File: config.mk
export PLATFORM = sky130hd
export DESIGN_NAME = arithmetic_expression_lexer
export DESIGN_NICKNAME = d
export VERILOG_FILES = /design/src/rtl/ael_pkg.sv /design/src/rtl/arithmetic_expression_lexer.sv
export SDC_FILE = /design/constraint.sdc
export NUM_CORES = 1
export LEC_CHECK = 0
export BUFFER_PORTS_ARGS = -buffer_cell sky130_fd_sc_hd__buf_2
export CAP_MARGIN = 20
export CORE_MARGIN = 4
export CORE_UTILIZATION = 45
export CTS_CLUSTER_DIAMETER = 200
export DETAILED_ROUTE_END_ITERATION = 6
export PLACE_DENSITY_LB_ADDON = 0.25
export SLEW_MARGIN = 20
export SYNTH_ARGS = -nofsm -noshare
export SYNTH_HDL_FRONTEND = slang
export SYNTH_SLANG_ARGS = --single-unit
File: constraint.sdc
create_clock -name aclk -period 4.5 [get_ports aclk]
set_input_delay 0.225 -clock aclk [delete_from_list [all_inputs] [get_ports aclk]]
set_output_delay 0.225 -clock aclk [all_outputs]
set_load 0.05 [all_outputs]
File: src/rtl/ael_pkg.sv
// Package for the arithmetic expression lexer: token kinds, character codes
// and the token record type. No dependencies.
`default_nettype none

package ael_pkg;

    localparam int FieldBits = 16;

    typedef enum logic [3:0] {
        KIND_INT     = 4'd0,
        KIND_FLOAT   = 4'd1,
        KIND_NEWLINE = 4'd2,
        KIND_PLUS    = 4'd3,
        KIND_MINUS   = 4'd4,
        KIND_STAR    = 4'd5,
        KIND_SLASH   = 4'd6,
        KIND_LPAREN  = 4'd7,
        KIND_RPAREN  = 4'd8,
        KIND_ERROR   = 4'd9,
        KIND_EOF     = 4'd10
    } kind_t;

    typedef enum logic {
        OP_CHAR = 1'b0,
        OP_END  = 1'b1
    } opcode_t;

    localparam logic [7:0] CH_NEWLINE = 8'h0A;
    localparam logic [7:0] CH_TAB     = 8'h09;
    localparam logic [7:0] CH_VTAB    = 8'h0B;
    localparam logic [7:0] CH_FFEED   = 8'h0C;
    localparam logic [7:0] CH_CR      = 8'h0D;
    localparam logic [7:0] CH_SPACE   = 8'h20;
    localparam logic [7:0] CH_UNDER   = 8'h5F;
    localparam logic [7:0] CH_DOT     = 8'h2E;
    localparam logic [7:0] CH_PLUS    = 8'h2B;
    localparam logic [7:0] CH_MINUS   = 8'h2D;
    localparam logic [7:0] CH_STAR    = 8'h2A;
    localparam logic [7:0] CH_SLASH   = 8'h2F;
    localparam logic [7:0] CH_LPAREN  = 8'h28;
    localparam logic [7:0] CH_RPAREN  = 8'h29;
    localparam logic [7:0] CH_ZERO    = 8'h30;
    localparam logic [7:0] CH_NINE    = 8'h39;

    typedef struct packed {
        kind_t                kind;
        logic [FieldBits-1:0] offset;
        logic [FieldBits-1:0] length;
        logic [FieldBits-1:0] line;
        logic [FieldBits-1:0] column;
        logic                 last;
    } token_t;

endpackage

`default_nettype wire

File: src/rtl/arithmetic_expression_lexer.sv
// Arithmetic expression lexer top level: scanner state, position counters
// and a four-word token queue. Depends on ael_pkg.
//
// A token word is registered into the token queue when the byte that causes
// it is accepted; m_axis offers the queue head. Throughput: one byte per
// cycle while the sink takes one word per cycle; a byte may cause two words,
// and s_axis_tready drops while more than two words sit in the token queue.
// Reset (aresetn low, synchronous) empties the queue and returns the scanner
// to line 1, column 1, offset 0 outside a number.
`default_nettype none

module arithmetic_expression_lexer
    import ael_pkg::*;
#(
    parameter int POSITION_BITS = 16
) (
    input  wire logic        aclk,
    input  wire logic        aresetn,
    input  wire logic        s_axis_tvalid,
    output logic             s_axis_tready,
    input  wire logic [7:0]  s_axis_tdata,   // char_code[7:0]
    input  wire logic        s_axis_tuser,   // opcode
    output logic             m_axis_tvalid,
    input  wire logic        m_axis_tready,
    // start_offset[15:0], token_length[31:16], start_line[47:32],
    // start_column[63:48]
    output logic [63:0]      m_axis_tdata,
    output logic [3:0]       m_axis_tuser,   // token_kind[3:0]
    output logic             m_axis_tlast
);

    localparam int PB      = POSITION_BITS;
    localparam int ExtBits = (PB > FieldBits) ? PB : FieldBits;
    localparam int QDepth  = 4;
    localparam int QCntBits = $clog2(QDepth + 1);
    localparam logic [PB-1:0] PosMax = {PB{1'b1}};
    localparam logic [PB-1:0] PosOne = PB'(1);

    function automatic logic [PB-1:0] sat_inc(input logic [PB-1:0] v);
        return (v == PosMax) ? v : v + PosOne;
    endfunction

    function automatic logic [FieldBits-1:0] to_field(input logic [PB-1:0] v);
        logic [ExtBits-1:0] w;
        w = ExtBits'(v);
        return w[FieldBits-1:0];
    endfunction

    // scanner state
    logic          in_number_reg, in_number_next;
    logic          has_dot_reg, has_dot_next;
    logic [PB-1:0] num_offset_reg, num_offset_next;
    logic [PB-1:0] num_line_reg, num_line_next;
    logic [PB-1:0] num_column_reg, num_column_next;
    logic [PB-1:0] num_len_reg, num_len_next;
    logic [PB-1:0] cur_offset_reg, cur_offset_next;
    logic [PB-1:0] cur_line_reg, cur_line_next;
    logic [PB-1:0] cur_column_reg, cur_column_next;

    // token queue, head at slot 0
    token_t                q_reg [QDepth];
    token_t                q_next [QDepth];
    logic [QCntBits-1:0]   count_reg, count_next;

    logic          accept, pop;
    logic [7:0]    c;
    logic          is_end, is_digit, is_space, continues;
    logic          close_num, emit_tok;
    kind_t         char_kind;
    token_t        num_tok, other_tok, first_tok;
    logic [1:0]    n_push;
    logic [QCntBits-1:0] base;

    assign accept        = s_axis_tvalid && s_axis_tready;
    assign pop           = m_axis_tvalid && m_axis_tready;
    assign s_axis_tready = (count_reg <= QCntBits'(QDepth - 2));
    assign m_axis_tvalid = (count_reg != '0);
    assign m_axis_tlast  = q_reg[0].last;
    assign m_axis_tuser  = q_reg[0].kind;
    assign m_axis_tdata  = {q_reg[0].column, q_reg[0].line,
                            q_reg[0].length, q_reg[0].offset};

    assign c         = s_axis_tdata;
    assign is_end    = (opcode_t'(s_axis_tuser) == OP_END);
    assign is_digit  = (c inside {[CH_ZERO:CH_NINE]});
    assign is_space  = (c inside {CH_SPACE, CH_TAB, CH_VTAB, CH_FFEED, CH_CR});
    assign continues = in_number_reg && !is_end
                       && (is_digit || c == CH_UNDER || (c == CH_DOT && !has_dot_reg));
    assign close_num = in_number_reg && !continues;
    assign emit_tok  = is_end || (!continues && !is_space && !is_digit);

    always_comb begin
        case (c)
            CH_NEWLINE: char_kind = KIND_NEWLINE;
            CH_PLUS:    char_kind = KIND_PLUS;
            CH_MINUS:   char_kind = KIND_MINUS;
            CH_STAR:    char_kind = KIND_STAR;
            CH_SLASH:   char_kind = KIND_SLASH;
            CH_LPAREN:  char_kind = KIND_LPAREN;
            CH_RPAREN:  char_kind = KIND_RPAREN;
            default:    char_kind = KIND_ERROR;
        endcase
    end

    always_comb begin
        num_tok.kind   = has_dot_reg ? KIND_FLOAT : KIND_INT;
        num_tok.offset = to_field(num_offset_reg);
        num_tok.length = to_field(num_len_reg);
        num_tok.line   = to_field(num_line_reg);
        num_tok.column = to_field(num_column_reg);
        num_tok.last   = !emit_tok;

        other_tok.kind   = is_end ? KIND_EOF : char_kind;
        other_tok.offset = to_field(cur_offset_reg);
        other_tok.length = is_end ? '0 : FieldBits'(1);
        other_tok.line   = to_field(cur_line_reg);
        other_tok.column = to_field(cur_column_reg);
        other_tok.last   = 1'b1;

        first_tok = close_num ? num_tok : other_tok;
        n_push    = accept ? (2'(close_num) + 2'(emit_tok)) : 2'd0;
    end

    // scanner next state
    always_comb begin
        in_number_next  = in_number_reg;
        has_dot_next    = has_dot_reg;
        num_offset_next = num_offset_reg;
        num_line_next   = num_line_reg;
        num_column_next = num_column_reg;
        num_len_next    = num_len_reg;
        cur_offset_next = cur_offset_reg;
        cur_line_next   = cur_line_reg;
        cur_column_next = cur_column_reg;
        if (accept) begin
            if (close_num) begin
                in_number_next = 1'b0;
                has_dot_next   = 1'b0;
            end
            if (!is_end) begin
                cur_offset_next = sat_inc(cur_offset_reg);
                if (c == CH_NEWLINE) begin
                    cur_line_next   = sat_inc(cur_line_reg);
                    cur_column_next = PosOne;
                end else begin
                    cur_column_next = sat_inc(cur_column_reg);
                end
                if (continues) begin
                    if (c == CH_DOT) begin
                        has_dot_next = 1'b1;
                    end
                    num_len_next = sat_inc(num_len_reg);
                end else if (is_digit) begin
                    in_number_next  = 1'b1;
                    has_dot_next    = 1'b0;
                    num_offset_next = cur_offset_reg;
                    num_line_next   = cur_line_reg;
                    num_column_next = cur_column_reg;
                    num_len_next    = PosOne;
                end
            end
        end
    end

    // queue next state: shift on pop, append up to two words
    always_comb begin
        base = count_reg - QCntBits'(pop);
        for (int i = 0; i < QDepth - 1; i++) begin
            q_next[i] = pop ? q_reg[i+1] : q_reg[i];
        end
        q_next[QDepth-1] = q_reg[QDepth-1];
        for (int i = 0; i < QDepth; i++) begin
            if (n_push != 2'd0 && base == QCntBits'(i)) begin
                q_next[i] = first_tok;
            end
            if (n_push == 2'd2 && base + QCntBits'(1) == QCntBits'(i)) begin
                q_next[i] = other_tok;
            end
        end
        count_next = base + QCntBits'(n_push);
    end

    always_ff @(posedge aclk) begin
        if (!aresetn) begin
            in_number_reg  <= 1'b0;
            has_dot_reg    <= 1'b0;
            num_offset_reg <= '0;
            num_line_reg   <= PosOne;
            num_column_reg <= PosOne;
            num_len_reg    <= '0;
            cur_offset_reg <= '0;
            cur_line_reg   <= PosOne;
            cur_column_reg <= PosOne;
            count_reg      <= '0;
        end else begin
            in_number_reg  <= in_number_next;
            has_dot_reg    <= has_dot_next;
            num_offset_reg <= num_offset_next;
            num_line_reg   <= num_line_next;
            num_column_reg <= num_column_next;
            num_len_reg    <= num_len_next;
            cur_offset_reg <= cur_offset_next;
            cur_line_reg   <= cur_line_next;
            cur_column_reg <= cur_column_next;
            count_reg      <= count_next;
        end
    end

    always_ff @(posedge aclk) begin
        for (int i = 0; i < QDepth; i++) begin
            q_reg[i] <= q_next[i];
        end
    end

endmodule

`default_nettype wire
# Word level (Yosys, flattened, before mapping)
# Memories as Yosys holds them, arrays and structs flattened.
# Index checks and enable logic that the tools add are counted.
[classes] mux=31 n_eq_ne=27 multipliers=0 addsub=8 n_shift=0 magnitude_cmp=3 bitwise=4 div=0 n_reduce_logical=37
[ops] op="$mux 69" count=12
[ops] op="$mux 16" count=5
[ops] op="$add 16x1->16 const B" count=4
[ops] op="$eq 16x16->1 const B" count=4
[ops] op="$eq 8x6->1 const B" count=8
[ops] op="$eq 8x4->1 const B" count=5
[ops] op="$pmux 4 s7" count=1
[ops] op="$logic_and 1x1->1" count=17
[ops] op="$eq 3x2->1 const B" count=4
[ops] op="$reduce_and 4->1" count=3
[ops] op="$mux 1" count=11
[ops] op="$eq 8x7->1 const B" count=1
[ops] op="$ge 8x6->1 const B" count=1
[ops] op="$le 8x6->1 const B" count=1
[ops] op="$eq 3x1->1 const B" count=2
[ops] op="$logic_not 1->1" count=6
[ops] op="$logic_not 3->1" count=2
[ops] op="$reduce_and 3->1" count=2
[ops] op="$reduce_bool 5->1" count=1
[ops] op="$mux 4" count=1
[ops] op="$ne 2x2->1 const B" count=2
[ops] op="$not 1->1" count=4
[ops] op="$reduce_bool 2->1" count=2
[ops] op="$add 3x1->3 const B" count=1
[ops] op="8 further kinds" count=10
[word_totals] rom_bits=0 out_inout_bits=71 elab_cells=121 ram_bits=276 ff_bits=117 latch_bits=0 in_bits=13 n_memories=1
[memory_table] memory="q_reg" words=4 word_bits=69 read_ports=4 rd_ports_with_merged_regs=0 wr=4 line="arithmetic_expression_lexer.sv:61" rtl="token_t q_reg [QDepth];"

# Depth between registers and ports, before layout
# Gate-level depths: netlist of the first run.
[logic_depth] word_depth=15 mapped_depth=17 ltp_nobuf=12

# Worst setup path after synthesis of the first run
# OpenSTA, ideal clock, no wires.
[synth_path] path_type="register to register" startpoint="register count_reg[2] (netlist name)" endpoint="memory q_reg[0][10] in the netlist's numbering, enable pin" setup_time_ns=0.615 stages_incl_launch_ff=14 slack_ns=-0.449 arrival_ns=4.333 path_buffers=3 synth_period_minus_slack_ns=4.949 required_time_ns=3.885 cell_sequence="dfxtp_1 > o31ai_1 > inv_1 > clkbuf_1 > ha_1 > ha_1 > nor2_1 > ha_1 > and3b_1 > and4_1 > clkbuf_1 > nor2_1 > clkbuf_1 > nand2_1"
[synth_rtl] item="end: declaration" line="arithmetic_expression_lexer.sv:61"

==> metrics.cfg, run 1 <==
[run_status]
outcome=completed

[worst_setup_path]
path_buf_inv=2
timing.critical_path.cells=o31ai_4 > inv_1 > ha_1 > ha_1 > nor2_1 > ha_1 > and3b_1 > nand4_1 > o21ai_0 > a21o_2 > buf_12 > a22o_1
cpLargestDelayFamily=compound AO/OA/AOI/OAI gates
cpMaxStageDelayCell=sky130_fd_sc_hd__a21o_2
crit_type=reg -> reg
type_of_element_capturing_the_critical_path=flip-flop
worst_path_most_repeated_cell=sky130_fd_sc_hd__ha_1
path_max_fanout=28
crit_arrival_ns=3.79
worst_setup_path_start_kind=flip-flop
critical_path.max_stage_delay_ns=0.44
worst_ep_required_time_ns=4.80

[clock_tree]
tritoncts_clock_tree=built
post_cts.repair.setup_buffers=0
library_cell_used_as_clock_root_buffer=sky130_fd_sc_hd__clkbuf_16
cts.path.max_buffers=3
cts-htree-levels=2
cts_buffers=41
cts.repair.resized=0
postCtsHoldBufs=0
numClockSinks=393
clkTransAtPathRegs_ns=0.06
clk-insertion-delay-late_ns=0.57

[sta]
slew_headroom_pct=30.44
fin_tns_setup_ns=0
min_period_over_period_pct=77.54
finalClockSkew_ns=0.02498
grt_setup_unrepaired=no
max_freq_ghz=0.2866
worst-slew-pin-transition_ns=1.034
fin_crit_ns=3.489
slew_violations=0
finalHoldViolations=0
finalSetupViolations=0

[finish]
largest_reg_flops=276
nNetsFinal=1916
antenna_cells=0
layout-drive-gt1-share_pct=11.89
area_growth_pct=13.23
layout.cells.non_filler=2451

[drt]
detail_route.first_pass.iterations=7
routed_via_density=6.191
routed_wirelength_mm=53.11
antenna_left=0
route.detailed.drc=0
via_count=15175
detail_route.iter0.violations=1295
wire_per_inst_um=21.67

[worst_hold_path]
worstHoldPathType=in -> reg

[die]
io_pins=84
start_util_pct=45.63
die_h_um=209.0
core_mm2=0.03982
die_ar_mm2=0.04366
number_of_rows_created_at_floorplan=73
fp.dieW_um=209.0

[yosys]
synth.yosys.warnings=0
netlist_area_mm2=0.01817
flops_latches_synth=393
ys_async_sr_fraction_pct=0
count_of_different_cell_masters_after_synthesis=63
avgSynthCellArea_um2=9.702
synth_cells=1873
synth-main-ff-cell=sky130_fd_sc_hd__edfxtp_1
post_synthesis_net_count=1896
synth.yosys.seq_area_share_pct=54.97
number_of_enable_flip_flop_cells_after_synthesis=212

[power]
static-leakage-power_nw=7.215
worst_voltage_drop_across_the_vdd_grid_mv=0.4363
power-per-cell-area_mw_per_mm2=619.5

[place]
port_buffers=83
place_congestion=0.9310
placed_insts=2373
place.detailed.hpwl_mm=30.81

[grt]
initial_antenna_violation_count=1
grt_pass1_vias=14802
grt_max_degree=66
grt-ovfl-total=0
grt_first_pass_wirelength_mm=83.48
aggregate_global_route_resource_usage_pct=23.55

[job]
cap_viol_max_count=0

worst reg2reg max path: cells and delay by family (launching register included):
family | cells | cell delay (ns)
simple gates | 3 | 0.57
buf+inv | 2 | 0.37
compound gates | 4 | 1.09
fa+ha+maj | 3 | 0.82
flops | 1 | 0.36
report_power, final:
part	switching [mW]	internal, mW
sequential	0.283	4.99
combinational	3.04	0.992
clock	1.41	2.03
Yosys cell counts, types with 7 or more instances:
master | number | area, um^2
sky130_fd_sc_hd__a21o_1 | 7 | 52.55
sky130_fd_sc_hd__a21oi_1 | 128 | 640.6
sky130_fd_sc_hd__a22o_1 | 66 | 578.1
sky130_fd_sc_hd__a41oi_1 | 16 | 140.1
sky130_fd_sc_hd__and4_1 | 14 | 122.6
sky130_fd_sc_hd__buf_1 | 9 | 33.78
sky130_fd_sc_hd__buf_2 | 18 | 90.09
sky130_fd_sc_hd__buf_6 | 13 | 146.4
sky130_fd_sc_hd__clkbuf_1 | 115 | 431.7
sky130_fd_sc_hd__dfxtp_1 | 181 | 3623
sky130_fd_sc_hd__edfxtp_1 | 212 | 6366
sky130_fd_sc_hd__ha_1 | 9 | 112.6
sky130_fd_sc_hd__inv_1 | 63 | 236.5
sky130_fd_sc_hd__mux2i_1 | 19 | 190.2
sky130_fd_sc_hd__nand2_1 | 515 | 1933
sky130_fd_sc_hd__nand2b_1 | 15 | 93.84
sky130_fd_sc_hd__nand3_1 | 32 | 160.2
sky130_fd_sc_hd__nand4_1 | 24 | 150.1
sky130_fd_sc_hd__nor2_1 | 51 | 191.4
sky130_fd_sc_hd__nor3_1 | 7 | 35.03
sky130_fd_sc_hd__nor4_1 | 19 | 118.9
sky130_fd_sc_hd__o2111ai_1 | 32 | 280.3
sky130_fd_sc_hd__o21ai_0 | 31 | 155.2
sky130_fd_sc_hd__o21ai_1 | 8 | 40.04
sky130_fd_sc_hd__o221ai_1 | 146 | 1279
sky130_fd_sc_hd__o31ai_1 | 8 | 60.06
sky130_fd_sc_hd__or3_1 | 22 | 137.6
sky130_fd_sc_hd__or4_1 | 11 | 82.58
sky130_fd_sc_hd__xnor2_1 | 15 | 131.4
worst paths after layout:
check / startpoint / slack (ns) / cells past startpoint / to
hold reg to reg: num_line_reg[11]$_SDFFE_PN0P_ / 0.46 / 2 / num_line_reg[11]$_SDFFE_PN0P_
setup / recovery: count_reg[2]$_SDFF_PN0_ / 1.01 / 12 / q_reg[3][55]$_DFFE_PP_
hold / removal: s_axis_tvalid / 0.10 / 2 / has_dot_reg$_SDFFE_PN0P_
setup reg to reg: count_reg[2]$_SDFF_PN0_ / 1.01 / 12 / q_reg[3][55]$_DFFE_PP_
metal layers:
| metal | track usage [%] | vias to the layer above | routed length [um] |
|---|---|---|---|
| met4 | 6.706 | 2 | 1203 |
| met3 | 4.008 | 84 | 4098 |
| met2 | 39.13 | 614 | 25210 |
| li1 | - | 6978 | - |
| met5 | 0 | - | 13 |
| met1 | 31.99 | 7497 | 22580 |
final cells by class:
| type | instances | area (um^2) |
|---|---|---|
| clock inverters | 15 | 126.4 |
| fillers | 3622 | 19250 |
| flip-flops and latches | 393 | 9993 |
| well taps | 525 | 656.9 |
| clock buffers | 61 | 1244 |
| inverters | 65 | 244.0 |
| repair buffers | 132 | 953.4 |
| multi-input cells | 1260 | 7357 |
kinds of logic (layout without fill, tap and decap cells):
group           after synthesis  count (layout)  synth area share, %
compound gates              473             473                19.22
xor+xnor                     15              15               0.7230
fa+ha+maj                    10              10               0.7299
buf+inv                     220             273                5.206
flops                       393             393                54.97
mux                          20              20                1.109
simple gates                742             742                18.04
through the flow:
step / instance area (um^2) / power, mW / setup slack [ns] / util (%) / hold WS (ns)
final: 20570 / 12.75 / 1.011 / 51.67 / 0.1013
after global routing: 20570 / 13.26 / 0.7522 / 51.67 / 0.1168
after CTS: 20520 / 12.78 / 1.017 / 51.53 / 0.06842
after detailed placement: 19150 / 9.332 / 0.5339 / 48.09 / 0.4578
after global placement: 19150 / 9.246 / 0.6377 / 48.09 / 0.4526
after floorplan: 18180 / 7.988 / 0.06559 / - / 0.4423
placed cells by master, fill, tap and decap left out, types with 5 or more instances in the layout:
cell                        instances
sky130_fd_sc_hd__a21o_1             6
sky130_fd_sc_hd__o21ai_0           31
sky130_fd_sc_hd__nand2_1          511
sky130_fd_sc_hd__nand2b_1          15
sky130_fd_sc_hd__buf_2             83
sky130_fd_sc_hd__buf_12            12
sky130_fd_sc_hd__or4_1             11
sky130_fd_sc_hd__o31ai_1            7
sky130_fd_sc_hd__nor3_1             6
sky130_fd_sc_hd__dfxtp_1          180
sky130_fd_sc_hd__o221ai_1         146
sky130_fd_sc_hd__xnor2_1           15
sky130_fd_sc_hd__and4_1            13
sky130_fd_sc_hd__buf_4             35
sky130_fd_sc_hd__o21ai_1            6
sky130_fd_sc_hd__a22o_1            66
sky130_fd_sc_hd__clkbuf_1           8
sky130_fd_sc_hd__nand4_1           24
sky130_fd_sc_hd__ha_1               9
sky130_fd_sc_hd__a41oi_1           16
sky130_fd_sc_hd__and3_1             5
sky130_fd_sc_hd__and2_1             5
sky130_fd_sc_hd__clkbuf_8          10
sky130_fd_sc_hd__a21oi_1          127
sky130_fd_sc_hd__edfxtp_1         212
sky130_fd_sc_hd__mux2i_1           19
sky130_fd_sc_hd__o211ai_1           6
sky130_fd_sc_hd__inv_1             62
sky130_fd_sc_hd__nor2_1            48
sky130_fd_sc_hd__nand3_1           32
sky130_fd_sc_hd__nor4_1            18
sky130_fd_sc_hd__clkbuf_16         43
sky130_fd_sc_hd__o2111ai_1         32
sky130_fd_sc_hd__or3_1             21
sky130_fd_sc_hd__clkinv_2           7
sky130_fd_sc_hd__clkinv_1           5
No activity file was read; power rests on OpenSTA's default activity.
==> run 2: changes to the inputs <==
--- a/config.mk
+++ b/config.mk
@@ -5,6 +5,7 @@
 export SDC_FILE = /design/constraint.sdc
 export NUM_CORES = 1
 export LEC_CHECK = 0
+export ABC_AREA = 1
 export BUFFER_PORTS_ARGS = -buffer_cell sky130_fd_sc_hd__buf_2
 export CAP_MARGIN = 20
 export CORE_MARGIN = 4
==> constraint.sdc (replaced) <==
create_clock -name aclk -period 3 [get_ports aclk]
set_input_delay 0.15 -clock aclk [delete_from_list [all_inputs] [get_ports aclk]]
set_output_delay 0.15 -clock aclk [all_outputs]
set_load 0.05 [all_outputs]
==> run 2 against run 1 <==
The flow now finishes with violations (DRC). Cell area is 9.4% higher. Flip-flop and latch count unchanged. Die area increased by 9.2%. Cell count increased by 29%. Combinational power increased by 90%. Largest cell class unchanged.
==> metrics.cfg, run 2 <==
[run_status]
outcome=finished, violations left
failing_checks=DRC

[yosys]
synth.mux.area_fraction_pct=0  ; -1.1 points
cell_taking_the_most_area_after_synthesis=sky130_fd_sc_hd__edfxtp_1
flops_latches_synth=393  ; unchanged
synth-xor-area-share_pct=1.798  ; +1.1 points
ys_async_sr_fraction_pct=0  ; unchanged
netlist_area_mm2=0.01991  ; +9.5%
synthSimpleGateAreaFrac_pct=24.21  ; +6.2 points
post_synthesis_net_count=2543  ; +34%
synth_top_family_by_area=simple AND/OR/NAND/NOR gates
synth_cells=2520  ; +35%
ys_top_cells_by_area=sky130_fd_sc_hd__edfxtp_1 32%, sky130_fd_sc_hd__dfxtp_1 18%, sky130_fd_sc_hd__a21oi_1 10%, sky130_fd_sc_hd__nand2_1 10%, sky130_fd_sc_hd__nand3_1 6.0%
synth.yosys.seq_area_share_pct=50.19  ; -4.8 points
avgSynthCellArea_um2=7.899  ; -19%
number_of_enable_flip_flop_cells_after_synthesis=212  ; unchanged
yosys-top-cells-count=537 x sky130_fd_sc_hd__nand2_1, 409 x sky130_fd_sc_hd__a21oi_1, 272 x sky130_fd_sc_hd__nor2_1, 240 x sky130_fd_sc_hd__nand3_1, 212 x sky130_fd_sc_hd__edfxtp_1
synth_most_common_cell=sky130_fd_sc_hd__nand2_1
synth-adder-area-share_pct=0.6663  ; -0.064 points
count_of_different_cell_masters_after_synthesis=41  ; -35%
area_fraction_in_compound_gates_after_synthesis_pct=15.43  ; -3.8 points
synth-main-ff-cell=sky130_fd_sc_hd__edfxtp_1
synth.yosys.warnings=0  ; unchanged
synth_top_cell_area_share_pct=31.98  ; -3.1 points

[die]
number_of_rows_created_at_floorplan=76  ; +4.1%
start_util_pct=45.91  ; +0.28 points
core_mm2=0.04336  ; +8.9%
io_pins=84  ; unchanged
fp.dieW_um=218.3  ; +4.5%
die_h_um=218.3  ; +4.5%
die_ar_mm2=0.04766  ; +9.2%

[clock_tree]
clkTransAtPathRegs_ns=0.06  ; about the same
cts-htree-levels=2  ; unchanged
cts.repair.resized=0  ; unchanged
clk-insertion-delay-late_ns=0.58  ; about the same
cts_buffers=43  ; +4.9%
numClockSinks=393  ; unchanged
postCtsHoldBufs=0  ; unchanged
tritoncts_clock_tree=built
library_cell_used_as_clock_root_buffer=sky130_fd_sc_hd__clkbuf_16
cts.path.max_buffers=3  ; unchanged

[finish]
fillerInstances=4164  ; +15%
multiInputGateArea_mm2=0.008408  ; +14%
nNetsFinal=2568  ; +34%
layout_common_cells=534 x sky130_fd_sc_hd__nand2_1, 409 x sky130_fd_sc_hd__a21oi_1, 272 x sky130_fd_sc_hd__nor2_1, 240 x sky130_fd_sc_hd__nand3_1, 212 x sky130_fd_sc_hd__edfxtp_1
layout.cells.most_common=sky130_fd_sc_hd__nand2_1
antenna_cells=0  ; unchanged
largest_reg_flops=276  ; unchanged
area_growth_pct=13.04
final_util_pct=51.89  ; +0.23 points
seq_area_mm2=0.009991  ; about the same
layout-drive-gt1-share_pct=10.89  ; -1.0 points

[drt]
route.detailed.drc=3  ; +3
detail_route.iter0.violations=1830  ; +41%
routed_wirelength_mm=59.56  ; +12%
wire_per_inst_um=18.82  ; -13%
detail_route.first_pass.iterations=7  ; unchanged
routed_via_density=5.658  ; -8.6%
via_count=17909  ; +18%
antenna_left=0  ; unchanged

[worst_setup_path]
worst_setup_path_start_kind=flip-flop
worst_r2r_startpoint=count_reg[2]$_SDFF_PN0_
crit_type=reg -> reg
path_max_fanout=18  ; -36%
regToRegEndpoint=q_reg[2][10]$_DFFE_PP_
worst_ep_required_time_ns=3.32  ; -1.48 ns
crit_arrival_ns=3.08  ; -0.71 ns
ff_to_ff_path_depth=15  ; +3
type_of_element_capturing_the_critical_path=flip-flop
slack_of_the_worst_reg_to_reg_path_ns=0.24  ; -0.77 ns

[power]
clock_power_share_pct=24.0  ; -3.0 points
power-per-cell-area_mw_per_mm2=940.6  ; +52%
worst_voltage_drop_across_the_vdd_grid_mv=0.5280  ; +21%
sequentialPowerShare_pct=39.7  ; -1.7 points
combPwrFrac_pct=36.3  ; +4.6 points
static-leakage-power_nw=8.754  ; +21%
p_sw_share_pct=38.37  ; +1.2 points
p_int_mw=13.04  ; +63%
net-switching-power_mw=8.121  ; +71%

[worst_hold_path]
worst_hold_startpoint=s_axis_tvalid
holdPathEnd=has_dot_reg$_SDFFE_PN0P_
worstHoldPathType=in -> reg
worstHoldPathCells=3  ; +1

[sta]
grt_setup_unrepaired=no
min_period_over_period_pct=92.01  ; +14 points
finalSetupViolations=0  ; unchanged
fin_crit_ns=2.760  ; -0.7289 ns
fin_tns_setup_ns=0  ; unchanged
max_freq_ghz=0.3623  ; +26%
finalHoldViolations=0  ; unchanged
worst-slew-pin-transition_ns=0.9727  ; -0.06117 ns
slew_headroom_pct=35.15  ; +4.7 points
slew_violations=0  ; unchanged
fin_ws_ns=0.2396  ; -0.7711 ns
finalClockSkew_ns=0.01581  ; -0.009168 ns

[grt]
initial_antenna_violation_count=1  ; unchanged
aggregate_global_route_resource_usage_pct=24.57  ; +1.0 points
grt-ovfl-total=0  ; unchanged
grt_pass1_vias=17402  ; +18%
grt_first_pass_wirelength_mm=94.50  ; +13%
grt_max_degree=70  ; +6.1%

[place]
port_buffers=83  ; unchanged
place_congestion=0.9469  ; +1.7%
dp_slack_ns=0.1317  ; -0.4022 ns
place.detailed.hpwl_mm=36.03  ; +17%

[job]
cap_viol_max_count=0  ; unchanged

run 2: cell count changes in the layout (fill, tap and decap cells not counted), sizes merged, moves of 21 or more:
cell     previous run  this run
xor2                0        35
o221ai            148         0
a21oi             128       411
nand2             515       551
buf               131       163
o21ai              39       157
nor2               52       284
o2111ai            32         3
or3                22         0
nand3              32       246
o22ai               0        21
inv                65       168
a22o               66         0
run 2: through the flow:
stage | area [um^2] | instances | power (mW) | hold WS (ns)
floorplan | 19970 | 2520 | 13.68 | 0.4362
finish | 22500 | 3165 | 21.17 | 0.1140
global placement | 21140 | 3083 | 15.91 | 0.4515
CTS | 22460 | 3163 | 21.15 | 0.08297
global route | 22500 | 3165 | 22.19 | 0.1219
detailed placement | 21140 | 3083 | 16.06 | 0.4553
run 2: worst max-delay path by stage:
stage                                            to  slack, ns  depth (start not counted)                     from
after detailed placement  q_reg[0][39]$_SDFFE_PP0P_       0.13                         16  count_reg[2]$_SDFF_PN0_
after CTS                 q_reg[0][39]$_SDFFE_PP0P_       0.09                         16  count_reg[2]$_SDFF_PN0_
after floorplan              q_reg[3][66]$_DFFE_PP_       0.01                         15  count_reg[2]$_SDFF_PN0_
final                        q_reg[2][10]$_DFFE_PP_       0.24                         15  count_reg[2]$_SDFF_PN0_
after global placement    q_reg[0][39]$_SDFFE_PP0P_       0.17                         18          s_axis_tdata[7]
after global routing         q_reg[2][12]$_DFFE_PP_       0.02                         15  count_reg[2]$_SDFF_PN0_
run 2: per-layer routing:
layer  GRT usage (%)  part of all wire, %  wire length (um)
met5               0                0.012                 7
met1           32.30                   42             24860
met2           41.36                   47             28070
met4           8.279                  2.8              1651
met3           4.102                  8.3              4969
run 2: area by class of cell:
| cell class | count | share of cell area [%] |
|---|---|---|
| clock inverters | 17 | 0.5116 |
| multi-input cells | 1775 | 37.37 |
| clock buffers | 63 | 5.383 |
| repair buffers | 163 | 6.239 |
| well taps | 585 | 3.253 |
| flip-flops and latches | 393 | 44.40 |
| inverters | 169 | 2.847 |
run 2: what timing repair did:
action | 4_1_cts | 5_1_grt
buffers inserted | 0 | 2
setup endpoints to repair | 0 | 7
hold endpoints to repair | 0 | 0
run 2: kinds of logic (layout without fill, tap and decap cells):
family	count (synthesis)	in the layout
XOR/XNOR	40	40
adder cells (fa/ha/maj)	10	10
AO/OA/AOI/OAI	598	598
AND/OR/NAND/NOR	1127	1127
flip-flops	393	393
buffers and inverters	352	412
run 2: critical path, stage by stage, from the launching register on:
cell                       delay [ns]
sky130_fd_sc_hd__dfxtp_1         0.31
sky130_fd_sc_hd__nor2_1          0.19
sky130_fd_sc_hd__nand2_4         0.06
sky130_fd_sc_hd__nand2_1         0.08
sky130_fd_sc_hd__inv_2           0.04
sky130_fd_sc_hd__ha_1            0.17
sky130_fd_sc_hd__ha_1            0.29
sky130_fd_sc_hd__nor2_1          0.15
sky130_fd_sc_hd__ha_1            0.28
sky130_fd_sc_hd__nand3_4         0.14
sky130_fd_sc_hd__inv_4           0.06
sky130_fd_sc_hd__nand2_2         0.11
sky130_fd_sc_hd__clkinv_2        0.13
sky130_fd_sc_hd__buf_4           0.24
sky130_fd_sc_hd__a21oi_1         0.16
sky130_fd_sc_hd__a21oi_1         0.09
run 2: power by group through the flow:
stage / clock network [mW] / logic [mW] / registers [mW]
after floorplan: 0 / 3.62 / 10.1
after global placement: 0 / 7.45 / 8.46
after detailed placement: 0 / 7.57 / 8.50
after CTS: 5.15 / 7.59 / 8.40
after global routing: 5.38 / 8.27 / 8.53
final: 5.08 / 7.69 / 8.40
